## config.mk

```make
export PLATFORM = sky130hd
export DESIGN_NAME = lst_prefactor_div
export DESIGN_NICKNAME = d
export VERILOG_FILES = /design/src/sv/lst_pkg.sv /design/src/sv/lst_prefactor_div.sv
export SDC_FILE = /design/constraint.sdc
export NUM_CORES = 1
export LEC_CHECK = 0
export BUFFER_PORTS_ARGS = -buffer_cell sky130_fd_sc_hd__buf_2
export CORE_MARGIN = 2
export CORE_UTILIZATION = 45
export DETAILED_ROUTE_END_ITERATION = 16
export PLACE_DENSITY = 0.61
export SYNTH_ARGS = -nofsm -noshare
export SYNTH_HDL_FRONTEND = slang
export SYNTH_SLANG_ARGS = --single-unit
```

## constraint.sdc

```tcl
create_clock -name clk -period 6.65 [get_ports clk]
set_clock_uncertainty 0.2 [all_clocks]
set_input_delay 1.33 -clock clk [delete_from_list [all_inputs] [get_ports clk]]
set_output_delay 1.33 -clock clk [all_outputs]
set_load 0.05 [all_outputs]
```

## src/sv/lst_pkg.sv

```systemverilog
// ----------------------------------------------------------------------------
// lst_pkg
// Shared widths, reset values, register codes and interface types of the
// spin torque block.
// ----------------------------------------------------------------------------
package lst_pkg;

  localparam int MAG_W   = 18;
  localparam int FLD_W   = 24;
  localparam int RATE_W  = 32;
  localparam int GAMMA_W = 24;
  localparam int ALPHA_W = 16;
  localparam int PREF_W  = 32;
  localparam int ADDR_W  = 4;
  localparam int DATA_W  = 32;

  localparam logic [GAMMA_W-1:0] GAMMA_RESET = 24'd184549;
  localparam logic [ALPHA_W-1:0] ALPHA_RESET = 16'd655;

  // Prefactor magnitude for the reset register values, Q4.27.
  localparam logic [63:0] DEN_RESET = 64'h1_0000_0000 +
                                      64'(ALPHA_RESET) * 64'(ALPHA_RESET);
  localparam logic [63:0] NUM_RESET = 64'(GAMMA_RESET) << 39;
  localparam logic [63:0] QUOT_RESET = (NUM_RESET + (DEN_RESET >> 1)) / DEN_RESET;
  localparam logic [PREF_W-1:0] PREF_RESET = QUOT_RESET[PREF_W-1:0];

  typedef enum logic [1:0] {
    REG_GAMMA0 = 2'd0,
    REG_ALPHA0 = 2'd1,
    REG_GAMMA1 = 2'd2,
    REG_ALPHA1 = 2'd3
  } cfg_reg_t;

  typedef struct packed {
    logic               valid;
    logic               species;
    logic [GAMMA_W-1:0] gamma;
    logic [ALPHA_W-1:0] alpha;
  } div_req_t;

  typedef struct packed {
    logic              done;
    logic              species;
    logic [PREF_W-1:0] quot;
  } div_rsp_t;

endpackage

```

## src/sv/lst_prefactor_div.sv

```systemverilog
// ----------------------------------------------------------------------------
// lst_prefactor_div
// Restoring divider for the prefactor magnitude
// round((gamma << 39) / (2^32 + alpha^2)), one quotient bit per cycle.
// ----------------------------------------------------------------------------
module lst_prefactor_div (
  input  logic              clk,
  input  logic              rst_n,
  input  lst_pkg::div_req_t req,
  output lst_pkg::div_rsp_t rsp,
  output logic              div_busy
);

  typedef enum logic [3:0] {
    ST_IDLE = 4'b0001,
    ST_DEN  = 4'b0010,
    ST_INIT = 4'b0100,
    ST_RUN  = 4'b1000
  } div_state_t;

  div_state_t                   state_r, state_nxt;
  logic                         spc_r, spc_nxt;
  logic [lst_pkg::GAMMA_W-1:0]  gamma_r, gamma_nxt;
  logic [lst_pkg::ALPHA_W-1:0]  alpha_r, alpha_nxt;
  logic [32:0]                  den_r, den_nxt;
  logic [32:0]                  rem_r, rem_nxt;
  logic [31:0]                  shf_r, shf_nxt;
  logic [lst_pkg::PREF_W-1:0]   quot_r, quot_nxt;
  logic [4:0]                   cnt_r, cnt_nxt;
  logic                         done_r, done_nxt;

  logic [63:0] num;
  logic [33:0] trial;
  logic        ge;

  always_comb begin
    num   = {1'b0, gamma_r, 39'b0} + {31'b0, den_r[32:1]};
    trial = {rem_r, shf_r[31]};
    ge    = trial >= {1'b0, den_r};
  end

  always_comb begin
    state_nxt = state_r;
    spc_nxt   = spc_r;
    gamma_nxt = gamma_r;
    alpha_nxt = alpha_r;
    den_nxt   = den_r;
    rem_nxt   = rem_r;
    shf_nxt   = shf_r;
    quot_nxt  = quot_r;
    cnt_nxt   = cnt_r;
    done_nxt  = 1'b0;
    case (state_r)
      ST_IDLE: begin
        if (req.valid) begin
          spc_nxt   = req.species;
          gamma_nxt = req.gamma;
          alpha_nxt = req.alpha;
          state_nxt = ST_DEN;
        end
      end
      ST_DEN: begin
        den_nxt   = {1'b1, 32'b0} + {1'b0, 32'(alpha_r) * 32'(alpha_r)};
        state_nxt = ST_INIT;
      end
      ST_INIT: begin
        // The quotient fits in 32 bits, so the top half is already below den.
        rem_nxt   = {1'b0, num[63:32]};
        shf_nxt   = num[31:0];
        cnt_nxt   = 5'd31;
        state_nxt = ST_RUN;
      end
      ST_RUN: begin
        rem_nxt  = ge ? 33'(trial - {1'b0, den_r}) : trial[32:0];
        shf_nxt  = {shf_r[30:0], 1'b0};
        quot_nxt = {quot_r[lst_pkg::PREF_W-2:0], ge};
        if (cnt_r == 5'd0) begin
          done_nxt  = 1'b1;
          state_nxt = ST_IDLE;
        end else begin
          cnt_nxt = cnt_r - 5'd1;
        end
      end
      default: begin
        state_nxt = ST_IDLE;
      end
    endcase
  end

  always_ff @(posedge clk) begin
    if (!rst_n) begin
      state_r <= ST_IDLE;
      done_r  <= 1'b0;
    end else begin
      state_r <= state_nxt;
      done_r  <= done_nxt;
    end
    spc_r   <= spc_nxt;
    gamma_r <= gamma_nxt;
    alpha_r <= alpha_nxt;
    den_r   <= den_nxt;
    rem_r   <= rem_nxt;
    shf_r   <= shf_nxt;
    quot_r  <= quot_nxt;
    cnt_r   <= cnt_nxt;
  end

  assign rsp.done    = done_r;
  assign rsp.species = spc_r;
  assign rsp.quot    = quot_r;
  // The quotient reaches the prefactor register in the cycle after done.
  assign div_busy    = (state_r != ST_IDLE) || done_r;

endmodule

```

==> results of run 1 <==
==> Yosys cell counts (3+ instances only) <==
master / number
fa_1: 164
a21boi_0: 3
a211oi_1: 7
a31oi_1: 13
nor4b_1: 4
xor2_1: 26
xnor2_1: 36
nor3b_1: 3
o21bai_1: 6
mux2i_1: 30
o21a_1: 9
or3_1: 6
or2_2: 7
a31o_2: 4
clkbuf_1: 39
and2_1: 54
a211o_1: 3
nor3_1: 11
o2111ai_1: 3
and3_1: 12
o21ai_1: 18
nand2_1: 154
a21oi_1: 60
inv_1: 303
ha_1: 154
o211ai_1: 8
o31ai_1: 6
nand3_1: 12
nand2b_1: 14
o21ai_0: 64
a21o_1: 24
nor2b_1: 15
edfxtp_1: 174
nand4_1: 4
dfxtp_1: 5
nor2_1: 45
==> state kept, by name, indices dropped and copies added, names as in the netlist <==
| register | cells |
|---|---|
| state_r | 4 |
| gamma_r | 24 |
| shf_r | 31 |
| spc_r | 1 |
| alpha_r | 16 |
| done_r | 1 |
| quot_r | 32 |
| rem_r | 33 |
| den_r | 32 |
| cnt_r | 5 |
==> cell families after synthesis <==
logic type	share of synthesized area
muxes	0.0194
adders and majority gates	0.325
AOI/OAI and AO/OA	0.0982
buffers and inverters	0.0860
and+or+nand+nor	0.106
xor gates and xnor gates	0.0339
DFF	0.332
==> per-stage QoR <==
| stage | hold WS (ps) | std cells | cell area (µm²) | utilization | setup TNS (ps) |
|---|---|---|---|---|---|
| 2_1_floorplan | 296 | 1541 | 16000 | - | 0 |
| 3_3_place_gp | 224 | 2069 | 17100 | 0.484 | 0 |
| 3_5_place_dp | 232 | 2069 | 17100 | 0.484 | -67.1 |
| 4_1_cts | 249 | 2103 | 17700 | 0.501 | 0 |
| 5_1_grt | 258 | 2115 | 17900 | 0.506 | -96.1 |
| 6_report | 250 | 2115 | 17900 | 0.506 | 0 |
==> cell type report <==
cell class	instances	area share
Timing Repair Buffer	129	0.0436
Clock buffer	18	0.0240
Clock inverter	14	0.00826
Tap cell	461	0.0323
Sequential cell	179	0.298
Multi-Input combinational cell	1010	0.530
Inverter	304	0.0643
==> per-layer routing <==
metal  vias up  part of all wire  GRT usage
li1       5280                 -          -
met1      5246              0.48      0.263
met2       219              0.47      0.313
met3        34             0.041     0.0318
met4         0             0.016     0.0479
met5         -                 0          0
==> worst max-delay path, delay by kind of cell, from the launching register on <==
family          cells  cell delay, ps
compound gates      4             640
fa+ha+maj           7            3340
buf+inv             5             500
flops               1             510
simple gates        5            1160
==> worst paths after layout <==
kind,start,to,depth (start not counted)
setup / recovery,alpha_r[11],den_r[29],21
hold reg to reg,quot_r[23],quot_r[24],0
setup reg to reg,alpha_r[11],den_r[29],21
hold / removal,quot_r[23],quot_r[24],0
==> what timing repair did <==
| item | in CTS | in global routing |
|---|---|---|
| setup endpoints to repair | 1 | 9 |
| endpoints found under the hold margin | 0 | 0 |
| pin swaps | 0 | 10 |
| resized for setup | 1 | 27 |
| hold buffers | 0 | 0 |
| setup buffers | 2 | 12 |
==> run_results.csv, run 1 <==
group,metric,value,unit
detailed_routing,drc_errors,0,
synth,synth_edf_count,174,
sta,drv_slew,0,
sta,worst_pin_slew,850,ps
place,post-place-ws,-67.1,ps
global_routing,grt_pass1_wl,55700,µm
synth,synth.area.top_cells,"edfxtp_1 33%, fa_1 20%, ha_1 12%",
sta,finalSetupViolations,0,
global_routing,antenna_found_initial,0,
cts,cts.sinks,179,
detailed_routing,drt-pass1-iter-count,5,
detailed_routing,routed-via-count,10800,
cells_and_area,drive_above_1_share,0.126,
die,ioPinCount,79,
detailed_routing,drt-initial-drc-count,635,
cts,clockRootBuffer,"clkbuf_16",
sta,hold_viol_final,0,
critical_path,arrival,6590,ps
cts,cts_buffers,17,
min_path,min_path_type,"reg2reg",
critical_path,cp_common_cell,"fa_1",
critical_path,crit_required,6780,ps
cts,cts_tree,"built",
sta,rsz0062_at_grt,"yes",
cts,clockBufferDepth,2,
cells_and_area,final_cell_mix,"300 x inv_1, 174 x edfxtp_1, 164 x fa_1, 152 x nand2_1, 152 x ha_1",
synth,synth_area_leader_cell,"edfxtp_1",
synth,synth_ff_type,"edfxtp_1",
die,fp-row-count,69,
die,fp.dieW,193,µm
detailed_routing,ant_nets,0,
die,dieArea,0.0372,mm²
critical_path,crit_chain,"buf_4 -> buf_4 -> nand2_1 -> fa_1 -> fa_1 -> fa_1 -> fa_1 -> inv_1 -> fa_1 -> inv_1 -> fa_1 -> inv_1 -> ha_1 -> nand2_2 -> o21ai_2 -> or3_4 -> o2111ai_4 -> a21oi_2 -> o22a_2 -> or4b_1 -> nand3_1",
synth,syn_area_per_cell,10.4,µm²
critical_path,reg2reg_slack,190,ps
sta,period_share,0.971,
critical_path,slowest_delay,550,ps
detailed_routing,viasPerCell,5.10,
critical_path,critPathSlowestCell,"fa_1",
global_routing,grt_start_max_net_pins,74,
sta,setup_slack,191,ps
critical_path,end_kind,"flop",
detailed_routing,avgRoutedWirePerCell,16.1,µm
critical_path,path_class,"reg2reg",
synth,synth.cell_area,0.0160,mm²
cts,h-tree-depth,4,
synth,syn_inst,1541,
cts,insertion_delay,470,ps
synth,synth_nets,1903,
synth,yosys_warnings,0,
detailed_routing,wirelength,34000,µm
cts,clk_pin_slew,80,ps
cells_and_area,regArea,0.00533,mm²
place,port_buffers,78,
sta,finalCriticalPeriod,6460,ps
critical_path,path_max_fanout,5,
job,maxCapViolCount,0,
global_routing,grtUsageTotal,0.191,
sta,fmax,155,MHz
cells_and_area,fillCellCount,3245,
die,start_util,0.454,
synth,ys_seq_area_frac,0.332,
cells_and_area,areaGrowthSynthToFinish,11.4,%
synth,yosysTopAreaCellShare,0.326,
cells_and_area,antennaDiodeCount,0,
sta,worst_slew_margin_rel,0.433,
place,hpwl,26200,µm
status,status,"complete, no violations",
cells_and_area,fin_nets,2003,
global_routing,grt_pass1_vias,11100,
cells_and_area,multi_input_area,0.00947,mm²
cells_and_area,layout_commonest_cell,"inv_1",
synth,synth.distinct_cells,66,
die,coreArea,0.0353,mm²
global_routing,gr-total-overflow,0,
synth,async_flop_share,0,
synth,synth-seq-cells,179,
die,fp.dieH,193,µm
critical_path,critPathLaunchType,"flop",
place,place.gp.congestion,0.895,
Power of run 1 is left out: the tool's default activity adds up to more than one toggle a clock period on the data nets, which glitch-free logic cannot reach.
==> run 2: changes to the inputs <==
==> constraint.sdc (replaced) <==
create_clock -name clk -period 6.65 [get_ports clk]
set_clock_uncertainty 0.2 [all_clocks]
set_input_delay 0.3325 -clock clk [delete_from_list [all_inputs] [get_ports clk]]
set_output_delay 0.3325 -clock clk [all_outputs]
set_load 0.05 [all_outputs]
==> run_results.csv, run 2 (same netlist as run 1, synthesis figures left out) <==
group,metric,value,unit
detailed_routing,viasPerCell,5.06,
min_path,hold_path_end,"quot_r[24]",
cts,clockRootBuffer,"clkbuf_16",
critical_path,cp_common_cell,"fa_1",
critical_path,arrival,6580,ps
critical_path,reg2reg_slack,200,ps
critical_path,slowest_delay,540,ps
sta,worst_pin_slew,857,ps
detailed_routing,drt-initial-drc-count,594,
cells_and_area,largest_registers,"rem_r: 33 flops, den_r: 32 flops, quot_r: 32 flops",
critical_path,reg2reg_depth,22,
place,port_buffers,78,
global_routing,grt_start_max_net_pins,74,
cts,clk_pin_slew,80,ps
sta,setup_slack,200,ps
die,fp.dieW,193,µm
cts,clockBufferDepth,2,
global_routing,antenna_found_initial,0,
die,ioPinCount,79,
cells_and_area,fin_nets,2050,
sta,worst_slew_margin_rel,0.429,
detailed_routing,drt-pass1-iter-count,5,
min_path,min_path_type,"reg2reg",
job,maxCapViolCount,0,
critical_path,path_max_fanout,6,
sta,period_share,0.970,
sta,rsz0062_at_grt,"yes",
cts,cts_tree,"built",
cts,insertion_delay,460,ps
place,post-place-ws,-67.1,ps
critical_path,worstReg2RegEnd,"den_r[29]",
sta,finalSetupViolations,0,
critical_path,critPathSlowestCell,"fa_1",
cells_and_area,layout_commonest_cell,"inv_1",
place,place.gp.congestion,0.895,
place,dp.cells,2069,
global_routing,gr-total-overflow,0,
critical_path,end_kind,"flop",
cells_and_area,drive_above_1_share,0.123,
sta,hold_viol_final,0,
die,dieArea,0.0372,mm²
critical_path,critPathLaunchType,"flop",
die,start_util,0.454,
min_path,hold_start,"quot_r[23]",
critical_path,crit_chain,"buf_4 -> nand2_1 -> inv_1 -> fa_1 -> inv_1 -> fa_1 -> fa_1 -> inv_1 -> fa_1 -> fa_1 -> inv_1 -> fa_1 -> inv_1 -> ha_1 -> nand2_2 -> o21ai_2 -> or3_4 -> o2111ai_4 -> a21oi_2 -> o22a_2 -> or4b_1 -> nand3_1",
status,status,"complete, no violations",
place,hpwl,26200,µm
global_routing,grt_pass1_wl,56100,µm
cells_and_area,largest_register_ffs,33,
sta,fmax,155,MHz
cells_and_area,fin_cells,2163,
sta,finalCriticalPeriod,6450,ps
global_routing,grtUsageTotal,0.192,
sta,drv_slew,0,
cells_and_area,final_cell_mix,"301 x inv_1, 174 x edfxtp_1, 164 x fa_1, 153 x nand2_1, 152 x ha_1",
cells_and_area,top_register,"rem_r",
cts,h-tree-depth,4,
die,fp.dieH,193,µm
global_routing,grt_pass1_vias,11300,
detailed_routing,ant_nets,0,
cts,cts_buffers,17,
detailed_routing,avgRoutedWirePerCell,15.8,µm
cts,cts.sinks,179,
critical_path,crit_required,6780,ps
critical_path,path_class,"reg2reg",
cells_and_area,areaGrowthSynthToFinish,14.3,%
detailed_routing,routed-via-count,10900,
die,coreArea,0.0353,mm²
min_path,hold_path_depth,0,
critical_path,reg2reg_from,"alpha_r[6]",
detailed_routing,wirelength,34200,µm
critical_path,crit_start,"alpha_r[6]",
detailed_routing,drc_errors,0,
die,fp-row-count,69,
==> run 2: worst max-delay path by stage <==
stage | endpoint | slack, ps | depth (start not counted)
5_1_grt | den_r[29] | -80 | 24
3_3_place_gp | den_r[29] | 110 | 23
6_report | den_r[29] | 200 | 22
2_1_floorplan | den_r[32] | 100 | 22
4_1_cts | den_r[29] | 30 | 23
3_5_place_dp | den_r[29] | -70 | 23
==> run 2: repair_timing <==
action	4_1_cts	5_1_grt
gates resized for setup	1	26
gates cloned	0	0
buffers inserted	2	16
hold buffers	43	0
endpoints found under the setup margin	1	9
pin swaps	0	10
endpoints found under the hold margin	46	0
==> run 2: final cells by class <==
cell class	instances	area [µm²]
fill	3199	17000
multi-input combinational	1010	9470
sequential	179	5330
timing repair buffer	176	1240
inverter	304	1150
tap	461	577
clock buffer	18	429
clock inverter	14	148
antenna	1	2.50
==> run 2: per-layer routing <==
layer	share of wire	routed length, µm	GRT usage	vias up
li1	-	-	-	5381
met1	0.48	16400	0.264	5314
met2	0.47	16000	0.317	207
met3	0.037	1260	0.0315	38
met4	0.017	580	0.0479	0
met5	0	0	0	-
==> run 2: worst max-delay path, delay by kind of cell, from the launching register on <==
kind                       cells  cell delay [ps]
AOI/OAI and AO/OA              4              640
adders and majority gates      7             3350
buffers and inverters          6              450
DFF                            1              530
and+or+nand+nor                5             1170
==> run 2: per-stage QoR <==
step / cell area, µm² / setup TNS [ps] / hold slack (ps) / util
final: 18300 / 0 / 250 / 0.519
after global routing: 18300 / -88.8 / 258 / 0.519
after CTS: 18100 / 0 / 249 / 0.513
after detailed placement: 17100 / -67.1 / 232 / 0.484
after global placement: 17100 / 0 / 224 / 0.484
after floorplan: 16000 / 0 / 231 / -
Power of run 2 is left out for the same reason.
